## config.mk

```make
export PLATFORM = sky130hd
export DESIGN_NAME = plane_pack_address_generator
export DESIGN_NICKNAME = d
export VERILOG_FILES = /design/src/sv/ppag_pkg.sv /design/src/sv/plane_pack_address_generator.sv /design/src/sv/ppag_cfg_regs.sv /design/src/sv/ppag_decode.sv /design/src/sv/ppag_mul.sv /design/src/sv/ppag_sum.sv
export SDC_FILE = /design/constraint.sdc
export NUM_CORES = 2
export LEC_CHECK = 0
export ABC_AREA = 1
export BUFFER_PORTS_ARGS = -buffer_cell sky130_fd_sc_hd__clkbuf_2
export CAP_MARGIN = 20
export CORE_UTILIZATION = 50
export CTS_CLUSTER_SIZE = 12
export DETAILED_ROUTE_END_ITERATION = 8
export GPL_ROUTABILITY_DRIVEN = 1
export PLACE_DENSITY = 0.68
export SYNTH_ARGS = -nofsm -noshare
export SYNTH_HDL_FRONTEND = slang
export SYNTH_SLANG_ARGS = --single-unit
```

## constraint.sdc

```tcl
create_clock -name clk -period 10.2 [get_ports clk]
set_clock_uncertainty 0.1 [all_clocks]
set_input_delay 1.02 -clock clk [delete_from_list [all_inputs] [get_ports clk]]
set_output_delay 1.02 -clock clk [all_outputs]
set_load 0.01 [all_outputs]
```

## src/sv/ppag_pkg.sv

```systemverilog
// Shared types and constants for the plane pack address generator.
`default_nettype none
package ppag_pkg;

  localparam int PLANES_DEF  = 4;
  localparam int ADDR_W      = 30;
  localparam int CFG_IDX_W   = 3;
  localparam int CFG_DATA_W  = 64;

  typedef enum logic [CFG_IDX_W-1:0] {
    CFG_PLANE_COUNT    = 3'd0,
    CFG_ELEMENT_BYTES  = 3'd1,
    CFG_PLANE_MAP      = 3'd2,
    CFG_PLANE_OFFSETS  = 3'd3,
    CFG_PLANAR_STRIDES = 3'd4,
    CFG_PACKED_STRIDES = 3'd5
  } cfg_idx_t;

  typedef struct packed {
    logic [2:0]  plane_count;
    logic [3:0]  element_bytes;
    logic [7:0]  plane_map;
    logic [15:0] plane_offsets;
    logic [63:0] planar_strides;
    logic [63:0] packed_strides;
  } cfg_t;

  typedef struct packed {
    logic [1:0]  packed_plane;
    logic [3:0]  offset;
    logic [3:0]  element_bytes;
    logic [6:0]  pixel_bytes;
    logic [15:0] packed_stride;
    logic [15:0] planar_stride;
    logic [11:0] row;
    logic [11:0] column;
    logic [63:0] data;
  } dec_t;

  typedef struct packed {
    logic [1:0]  packed_plane;
    logic [7:0]  off_term;
    logic [27:0] pk_row_term;
    logic [18:0] pk_col_term;
    logic [27:0] pl_row_term;
    logic [15:0] pl_col_term;
    logic [63:0] data;
  } prod_t;

endpackage
`default_nettype wire

```

## src/sv/plane_pack_address_generator.sv

```systemverilog
// Top level of the planar/packed interleave address generator.
//
//   channel  | handshake          | payload
//   ---------+--------------------+-------------------------------------------
//   input    | start / busy       | in_source_plane, in_row, in_column,
//            |                    | in_element_data
//   result   | out_valid (strobe) | out_packed_plane, out_packed_address,
//            |                    | out_planar_address, out_element_out
//   config   | cfg_we             | cfg_index, cfg_data
//
// One item per cycle.
// Three register stages: decode, multiply, sum; the sum stage is the output.
// busy is always low; the pipeline never holds since results are not stalled.
// Synchronous active-low reset clears valid bits and restores register defaults.
`default_nettype none
module plane_pack_address_generator #(
  parameter int PLANES = ppag_pkg::PLANES_DEF
) (
  input  wire logic                             clk,
  input  wire logic                             rst_n,
  input  wire logic                             start,
  output logic                                  busy,
  input  wire logic [1:0]                       in_source_plane,
  input  wire logic [11:0]                      in_row,
  input  wire logic [11:0]                      in_column,
  input  wire logic [63:0]                      in_element_data,
  output logic                                  out_valid,
  output logic [1:0]                            out_packed_plane,
  output logic [ppag_pkg::ADDR_W-1:0]           out_packed_address,
  output logic [ppag_pkg::ADDR_W-1:0]           out_planar_address,
  output logic [63:0]                           out_element_out,
  input  wire logic                             cfg_we,
  input  wire logic [ppag_pkg::CFG_IDX_W-1:0]   cfg_index,
  input  wire logic [ppag_pkg::CFG_DATA_W-1:0]  cfg_data
);

  ppag_pkg::cfg_t  cfg;
  logic            dec_valid;
  ppag_pkg::dec_t  dec;
  logic            prod_valid;
  ppag_pkg::prod_t prod;
  logic            accept;

  assign busy   = 1'b0;
  assign accept = start && !busy;

  ppag_cfg_regs u_cfg (
    .clk       (clk),
    .rst_n     (rst_n),
    .cfg_we    (cfg_we),
    .cfg_index (cfg_index),
    .cfg_data  (cfg_data),
    .cfg       (cfg)
  );

  ppag_decode #(
    .PLANES (PLANES)
  ) u_decode (
    .clk          (clk),
    .rst_n        (rst_n),
    .cfg          (cfg),
    .in_valid     (accept),
    .source_plane (in_source_plane),
    .row          (in_row),
    .column       (in_column),
    .element_data (in_element_data),
    .dec_valid    (dec_valid),
    .dec          (dec)
  );

  ppag_mul u_mul (
    .clk        (clk),
    .rst_n      (rst_n),
    .dec_valid  (dec_valid),
    .dec        (dec),
    .prod_valid (prod_valid),
    .prod       (prod)
  );

  ppag_sum u_sum (
    .clk                (clk),
    .rst_n              (rst_n),
    .prod_valid         (prod_valid),
    .prod               (prod),
    .out_valid          (out_valid),
    .out_packed_plane   (out_packed_plane),
    .out_packed_address (out_packed_address),
    .out_planar_address (out_planar_address),
    .out_element_out    (out_element_out)
  );

endmodule
`default_nettype wire

```

## src/sv/ppag_cfg_regs.sv

```systemverilog
// Configuration register file.
`default_nettype none
module ppag_cfg_regs (
  input  wire logic                               clk,
  input  wire logic                               rst_n,
  input  wire logic                               cfg_we,
  input  wire logic [ppag_pkg::CFG_IDX_W-1:0]     cfg_index,
  input  wire logic [ppag_pkg::CFG_DATA_W-1:0]    cfg_data,
  output ppag_pkg::cfg_t                          cfg
);

  ppag_pkg::cfg_t cfg_r, cfg_nxt;

  always_comb begin
    cfg_nxt = cfg_r;
    if (cfg_we) begin
      case (ppag_pkg::cfg_idx_t'(cfg_index))
        ppag_pkg::CFG_PLANE_COUNT:    cfg_nxt.plane_count    = cfg_data[2:0];
        ppag_pkg::CFG_ELEMENT_BYTES:  cfg_nxt.element_bytes  = cfg_data[3:0];
        ppag_pkg::CFG_PLANE_MAP:      cfg_nxt.plane_map      = cfg_data[7:0];
        ppag_pkg::CFG_PLANE_OFFSETS:  cfg_nxt.plane_offsets  = cfg_data[15:0];
        ppag_pkg::CFG_PLANAR_STRIDES: cfg_nxt.planar_strides = cfg_data[63:0];
        ppag_pkg::CFG_PACKED_STRIDES: cfg_nxt.packed_strides = cfg_data[63:0];
        default: ;
      endcase
    end
  end

  always_ff @(posedge clk) begin
    if (!rst_n) begin
      cfg_r.plane_count    <= 3'd1;
      cfg_r.element_bytes  <= 4'd1;
      cfg_r.plane_map      <= '0;
      cfg_r.plane_offsets  <= '0;
      cfg_r.planar_strides <= '0;
      cfg_r.packed_strides <= '0;
    end else begin
      cfg_r <= cfg_nxt;
    end
  end

  assign cfg = cfg_r;

endmodule
`default_nettype wire

```

## src/sv/ppag_decode.sv

```systemverilog
// Stage 1: plane lookup, sharing count and pixel size.
`default_nettype none
module ppag_decode #(
  parameter int PLANES = ppag_pkg::PLANES_DEF
) (
  input  wire logic            clk,
  input  wire logic            rst_n,
  input  wire ppag_pkg::cfg_t  cfg,
  input  wire logic            in_valid,
  input  wire logic [1:0]      source_plane,
  input  wire logic [11:0]     row,
  input  wire logic [11:0]     column,
  input  wire logic [63:0]     element_data,
  output logic                 dec_valid,
  output ppag_pkg::dec_t       dec
);

  logic           valid_r, valid_nxt;
  ppag_pkg::dec_t dec_r, dec_nxt;
  logic [2:0]     active;
  logic [1:0]     m;
  logic [2:0]     sharing;

  always_comb begin
    active = (cfg.plane_count > 3'(PLANES)) ? 3'(PLANES) : cfg.plane_count;
    m = cfg.plane_map[2*source_plane +: 2];
    sharing = '0;
    for (int q = 0; q < PLANES; q++) begin
      if ((3'(q) < active) && (cfg.plane_map[2*q +: 2] == m))
        sharing = sharing + 3'd1;
    end
  end

  always_comb begin
    valid_nxt             = in_valid;
    dec_nxt.packed_plane  = m;
    dec_nxt.offset        = cfg.plane_offsets[4*source_plane +: 4];
    dec_nxt.element_bytes = cfg.element_bytes;
    dec_nxt.pixel_bytes   = 7'(sharing) * 7'(cfg.element_bytes);
    dec_nxt.packed_stride = cfg.packed_strides[16*m +: 16];
    dec_nxt.planar_stride = cfg.planar_strides[16*source_plane +: 16];
    dec_nxt.row           = row;
    dec_nxt.column        = column;
    dec_nxt.data          = element_data;
  end

  always_ff @(posedge clk) begin
    if (!rst_n) begin
      valid_r <= 1'b0;
    end else begin
      valid_r <= valid_nxt;
    end
  end

  always_ff @(posedge clk) begin
    dec_r <= dec_nxt;
  end

  assign dec_valid = valid_r;
  assign dec       = dec_r;

endmodule
`default_nettype wire

```

## src/sv/ppag_mul.sv

```systemverilog
// Stage 2: independent address term products.
`default_nettype none
module ppag_mul (
  input  wire logic            clk,
  input  wire logic            rst_n,
  input  wire logic            dec_valid,
  input  wire ppag_pkg::dec_t  dec,
  output logic                 prod_valid,
  output ppag_pkg::prod_t      prod
);

  logic            valid_r, valid_nxt;
  ppag_pkg::prod_t prod_r, prod_nxt;

  always_comb begin
    valid_nxt             = dec_valid;
    prod_nxt.packed_plane = dec.packed_plane;
    prod_nxt.off_term     = 8'(dec.offset) * 8'(dec.element_bytes);
    prod_nxt.pk_row_term  = 28'(dec.row) * 28'(dec.packed_stride);
    prod_nxt.pk_col_term  = 19'(dec.column) * 19'(dec.pixel_bytes);
    prod_nxt.pl_row_term  = 28'(dec.row) * 28'(dec.planar_stride);
    prod_nxt.pl_col_term  = 16'(dec.column) * 16'(dec.element_bytes);
    prod_nxt.data         = dec.data;
  end

  always_ff @(posedge clk) begin
    if (!rst_n) begin
      valid_r <= 1'b0;
    end else begin
      valid_r <= valid_nxt;
    end
  end

  always_ff @(posedge clk) begin
    prod_r <= prod_nxt;
  end

  assign prod_valid = valid_r;
  assign prod       = prod_r;

endmodule
`default_nettype wire

```

## src/sv/ppag_sum.sv

```systemverilog
// Stage 3: address sums and result register.
`default_nettype none
module ppag_sum (
  input  wire logic                        clk,
  input  wire logic                        rst_n,
  input  wire logic                        prod_valid,
  input  wire ppag_pkg::prod_t             prod,
  output logic                             out_valid,
  output logic [1:0]                       out_packed_plane,
  output logic [ppag_pkg::ADDR_W-1:0]      out_packed_address,
  output logic [ppag_pkg::ADDR_W-1:0]      out_planar_address,
  output logic [63:0]                      out_element_out
);

  localparam int AW = ppag_pkg::ADDR_W;

  logic          valid_r, valid_nxt;
  logic [1:0]    plane_r, plane_nxt;
  logic [AW-1:0] pk_addr_r, pk_addr_nxt;
  logic [AW-1:0] pl_addr_r, pl_addr_nxt;
  logic [63:0]   data_r, data_nxt;

  always_comb begin
    valid_nxt   = prod_valid;
    plane_nxt   = prod.packed_plane;
    pk_addr_nxt = AW'(prod.off_term) + AW'(prod.pk_row_term) + AW'(prod.pk_col_term);
    pl_addr_nxt = AW'(prod.pl_row_term) + AW'(prod.pl_col_term);
    data_nxt    = prod.data;
  end

  always_ff @(posedge clk) begin
    if (!rst_n) begin
      valid_r <= 1'b0;
    end else begin
      valid_r <= valid_nxt;
    end
  end

  always_ff @(posedge clk) begin
    plane_r   <= plane_nxt;
    pk_addr_r <= pk_addr_nxt;
    pl_addr_r <= pl_addr_nxt;
    data_r    <= data_nxt;
  end

  assign out_valid          = valid_r;
  assign out_packed_plane   = plane_r;
  assign out_packed_address = pk_addr_r;
  assign out_planar_address = pl_addr_r;
  assign out_element_out    = data_r;

endmodule
`default_nettype wire

```

---- Yosys cells after proc, flatten, opt, wreduce, memory -nomap -nowiden ----
Cells that the tools add are included.
storage, ports and cells
  register bits after elaboration ......... 590
  bits in latches ......................... 0
  memory bits (writable) .................. 0
  ROM bits ................................ 0
  bits of input ports ..................... 161
  logic and storage cells ................. 75
  memories kept ........................... 0
cells by class
  add/sub/neg operators ................... 6
  multipliers ............................. 6
  divide/modulo/power cells ............... 0
  magnitude comparators ................... 5
  equality and inequality tests ........... 9
  shifts and indexed selects .............. 4
  mux-type cells .......................... 5
  bitwise logic cells ..................... 0
  reductions and logical operators ........ 11
operator list
  operator                                                                      number
  64-bit by 7-bit variable part select with 16-bit output                       2
  12-bit by 16-bit multiplier with 28-bit output                                2
  30-bit by 19-bit adder with 30-bit output                                     1
  28-bit by 16-bit adder with 29-bit output                                     1
  8-bit by 28-bit adder with 29-bit output                                      1
  12-bit by 7-bit multiplier with 19-bit output                                 1
  12-bit by 4-bit multiplier with 16-bit output                                 1
  16-bit by 5-bit variable part select with 4-bit output                        1
  3-bit two-way mux                                                             4
  2-bit AND reduction                                                           6
  2-bit equality test                                                           4
  4-bit by 4-bit multiplier with 8-bit output                                   1
  8-bit by 4-bit variable part select with 2-bit output                         1
  3-bit by 4-bit multiplier with 7-bit output                                   1
  3-bit by 1-bit adder with 3-bit output (second input constant)                2
  3-bit by 2-bit equality test with 1-bit output (second input constant)        2
  3-bit equality test (second input constant)                                   2
  1-bit by 3-bit less-than comparator with 1-bit output (first input constant)  2
  2-bit by 3-bit less-than comparator with 1-bit output (first input constant)  2
  1-bit logical AND                                                             4
  3-bit by 1-bit equality test with 1-bit output (second input constant)        1
  3-bit greater-than comparator (second input constant)                         1
  3-bit logical NOT                                                             1
  1-bit by 1-bit adder with 2-bit output (second input constant)                1
  1-bit two-way mux                                                             1

---- Longest topological paths before layout ----
  depth in word-level cells ............... 12
  mapped depth ............................ 23
  depth with buffers taken out ............ 23

---- Cells and area by module ----
From an unflattened synthesis, not the netlist that was laid out.
unflattened totals
  cell total of the unflattened synthesis .. 5,113
  area total of the unflattened synthesis .. 38,628.3 µm²
modules (own cells, without submodules)
  module                        times used  cells an instance  area an instance (µm²)
  ppag_mul                      1           2,886              21,618.2
  ppag_cfg_regs                 1           944                6,403.6
  ppag_sum                      1           816                6,130.9
  ppag_decode                   1           465                4,464.3
  plane_pack_address_generator  1           2                  11.3

---- Worst setup path after synthesis ----
OpenSTA, ideal clock, no wires.
  path kind ............................... register to register
  from .................................... register u_decode.dec_r, in the netlist u_decode.dec[84]
  to ...................................... register u_mul.prod_r, in the netlist u_mul.prod[152]
  library setup time ...................... 0.072 ns
  data arrival time ....................... 4.827 ns
  setup slack ............................. 5.201 ns
  cell stages (with the launch flop) ...... 19
  cells stage by stage .................... dfxtp_1 -> clkbuf_1 -> nand2_1 -> fa_1 -> inv_1 -> fa_1 -> fa_1 -> fa_1 -> inv_1 -> fa_1 -> inv_1 -> ha_1 -> nand2_1 -> nor2_1 -> nand4_1 -> o21ai_0 -> nand2_1 -> o31ai_1 -> xor2_1
RTL lines
  item                    RTL line           text
  start, declared         ppag_decode.sv:19  ppag_pkg::dec_t dec_r, dec_nxt;
  start signal, assigned  ppag_decode.sv:56  dec_r <= dec_nxt;
  end signal, assigned    ppag_mul.sv:35     prod_r <= prod_nxt;
  end, declared           ppag_mul.sv:13     ppag_pkg::prod_t prod_r, prod_nxt;

==> metrics.cfg <==
[clock_network]
cts_root_buf = clkbuf_16
ctsResizeCount = 0
clock-sinks = 589
cts_hold_buf = 0
clk_latency_ns = 0.62
numCtsBuffers = 68
cts_tree = done
htreeDepth = 3
cts_buffer_depth = 3
clk_pin_slew_ns = 0.06
postCtsSetupRepairBufs = 0

[cells_and_area]
final_area_sq_um = 40100
layout-drive-gt1-share = 0.0968
area_delta_synth_final_pct = 12.6
n_fill_cell = 6329
nNetsFinal = 5257

[synth]
seq_area_frac_synth = 0.331
syn_area_sq_um = 35600
synth-main-ff-cell = dfxtp_1
yosysWarnings = 0
synth.top_cells.by_area = dfxtp_1 33%, fa_1 20%, ha_1 8.9%
avgSynthCellArea_sq_um = 8.33
netlist.area_leader.share = 0.331
synth_cells = 4270
ys_seq_elements = 589
synth_cell_types = 45
async_reset_ff_frac = 0
synth_top_area_cell = dfxtp_1
synth_edf_count = 0

[placed_design]
post-place-ws_ns = 4.39
gp_congestion = 0.920
hpwlAfterDp_um = 66000
numPortBuffers = 286
place_area_sq_um = 37800

[status]
status = finished clean

[setup_path]
required_ns = 10.58
r2r_slack_ns = 4.48
path_common_cell = nand2_1
cp_max_fo = 19
cpMaxStageDelayCell = dfxtp_1
rr_endpoint = u_mul.prod[105]$_DFF_P_
crit_family = adder cells
end_kind = flop
crit_arrival_ns = 6.10
r2r_cells = 20
reg2reg_from = u_decode.dec[81]$_DFF_P_
crit_type = flop to flop
crit_chain = buf_4, nand2_1, fa_1, fa_1, fa_1, inv_1, fa_1, inv_1, fa_1, inv_1, ha_1, nand2_1, nor2_1, nand2_1, nand2_1, a21boi_0, o21ai_1, nand2_1, o211ai_1, nand2_1
cp-start-kind = flop
critPathBufInv = 4
worst_path_largest_cell_delay_ns = 0.79

[drt]
routed_wl_um = 87000
vias = 27700
drc = 0
via_per_inst = 5.07
avgRoutedWirePerCell_um = 15.9
drt-pass1-iter-count = 5
postRouteAntennaNets = 0
drt-initial-drc-count = 1891

[worst_hold_path]
hold_depth = 0
hold_start = u_mul.prod[63]$_DFF_P_
hp-class = flop to flop
min_to = u_sum.out_element_out[63]$_DFF_P_

[global_route]
grt_max_degree = 103
antenna_found_initial = 1
grt.total_usage = 0.248
grt_pass1_wl_um = 141000
overflow = 0
grt_pass1_vias = 27500

[floorplan]
start_util = 0.506
die_h_um = 269
core_area_sq_um = 70300
num_io_pins = 289
rows = 97
die_w_um = 269
dieArea_sq_um = 72200

[sta]
finalCritPeriodShare = 0.561
worstMarginPinSlew_ns = 1.03
drv_slew = 0
setup_viol = 0
rsz0062_at_grt = no
fin_ws_ns = 4.48
slew_headroom = 0.311
hold_viol = 0
fin_crit_ns = 5.72
fmax_ghz = 0.175
setup-tns-final_ns = 0

[flow_run]
drv_cap = 0

[power]
p_leak_nw = 21.3
p_per_area_nw_per_um2 = 227
vdd_drop_max_mv = 0.143

## flip-flops by register name, indices dropped and copies added, names as in the netlist
signal / cells
u_mul.prod: 165
u_cfg.cfg: 159
u_decode.dec: 137
u_sum.out_element_out: 64
u_sum.out_packed_address: 30
u_sum.out_planar_address: 29
u_sum.out_packed_plane: 2
u_decode.dec_valid: 1
u_mul.prod_valid: 1
u_sum.out_valid: 1
## per-stage QoR
stage	power (mW)	util	std cells	hold slack [ns]
4_1_cts	9.19	0.570	5465	0.214
5_1_grt	9.86	0.570	5465	0.222
3_3_place_gp	6.60	0.537	5353	0.209
3_5_place_dp	6.64	0.537	5354	0.212
2_1_floorplan	5.61	-	4272	0.210
6_report	9.11	0.570	5466	0.222
## cell families (layout without fill, tap and decap cells)
family,count (synthesis),after routing,synth area share
AO/OA/AOI/OAI,503,503,0.0766
XOR/XNOR,157,157,0.0389
adder cells (fa/ha/maj),612,612,0.291
buffers and inverters,928,1181,0.0984
flip-flops,589,589,0.331
other,1,4,0.000105
AND/OR/NAND/NOR,1480,1480,0.164
## final cells by class
cell class | count | area [sq um] | share of cell area
diodes | 1 | 2.50 | 0.0000624
clock buffers | 83 | 1860 | 0.0464
clock inverters | 28 | 460 | 0.0115
inverters | 763 | 2870 | 0.0715
multi-input cells | 2755 | 20300 | 0.507
flip-flops and latches | 589 | 11800 | 0.294
well taps | 940 | 1180 | 0.0293
repair buffers | 307 | 1610 | 0.0402
## power by group
group | switching (mW) | internal (mW)
sequential | 0.263 | 2.66
clock | 0.986 | 1.53
combinational | 2.26 | 1.40
total | 3.51 | 5.60
## worst register-to-register path, stage by stage, from the launching register on
cell	delay, ns
dfxtp_1	0.79
buf_4	0.35
nand2_1	0.10
fa_1	0.55
fa_1	0.46
fa_1	0.54
inv_1	0.05
fa_1	0.48
inv_1	0.05
fa_1	0.47
inv_1	0.04
ha_1	0.35
nand2_1	0.08
nor2_1	0.09
nand2_1	0.06
nand2_1	0.17
a21boi_0	0.18
o21ai_1	0.32
nand2_1	0.13
o211ai_1	0.18
nand2_1	0.07
## cell usage after synthesis (all sizes together), types with 20 or more instances
library cell	n
nor3	20
fa	359
dfxtp	589
o21ai	279
ha	253
clkbuf	159
inv	763
nor2	502
xor2	97
nand3	78
o22ai	21
a21oi	136
nand2	849
xnor2	60
## metal layers
| metal | routed length (um) | GRT usage |
|---|---|---|
| met5 | 0 | 0 |
| met2 | 41200 | 0.412 |
| met1 | 36500 | 0.320 |
| met3 | 6290 | 0.0468 |
| met4 | 3020 | 0.0908 |
## worst max path at each step
stage / from / end / cells past startpoint
2_1_floorplan: u_decode.dec[84]$_DFF_P_ / u_mul.prod[152]$_DFF_P_ / 18
3_3_place_gp: u_decode.dec[80]$_DFF_P_ / u_mul.prod[152]$_DFF_P_ / 17
3_5_place_dp: in_source_plane[1] / u_decode.dec[126]$_DFF_P_ / 20
4_1_cts: u_decode.dec[80]$_DFF_P_ / u_mul.prod[152]$_DFF_P_ / 18
5_1_grt: u_decode.dec[80]$_DFF_P_ / u_mul.prod[152]$_DFF_P_ / 18
6_report: u_decode.dec[81]$_DFF_P_ / u_mul.prod[105]$_DFF_P_ / 20
## cells in the final DEF (no fill, tap or decap), drive strengths merged, types with 2 or more instances in the layout
| cell | count |
|---|---|
| nand3 | 78 |
| a21oi | 136 |
| or2 | 2 |
| o21a | 4 |
| o22ai | 21 |
| clkbuf | 368 |
| xnor2 | 60 |
| inv | 766 |
| a21o | 8 |
| nor3 | 20 |
| clkinv | 12 |
| dfxtp | 589 |
| o31ai | 5 |
| ha | 253 |
| fa | 359 |
| o21bai | 7 |
| xor2 | 97 |
| nor4 | 9 |
| buf | 22 |
| conb | 3 |
| bufinv | 9 |
| a21boi | 6 |
| nand3b | 3 |
| a31oi | 10 |
| o21ai | 279 |
| clkinvlp | 4 |
| nand4 | 16 |
| nor2 | 502 |
| o32ai | 16 |
| o211ai | 7 |
| nand2 | 849 |
Note: power is estimated with default switching activity, not from simulation.
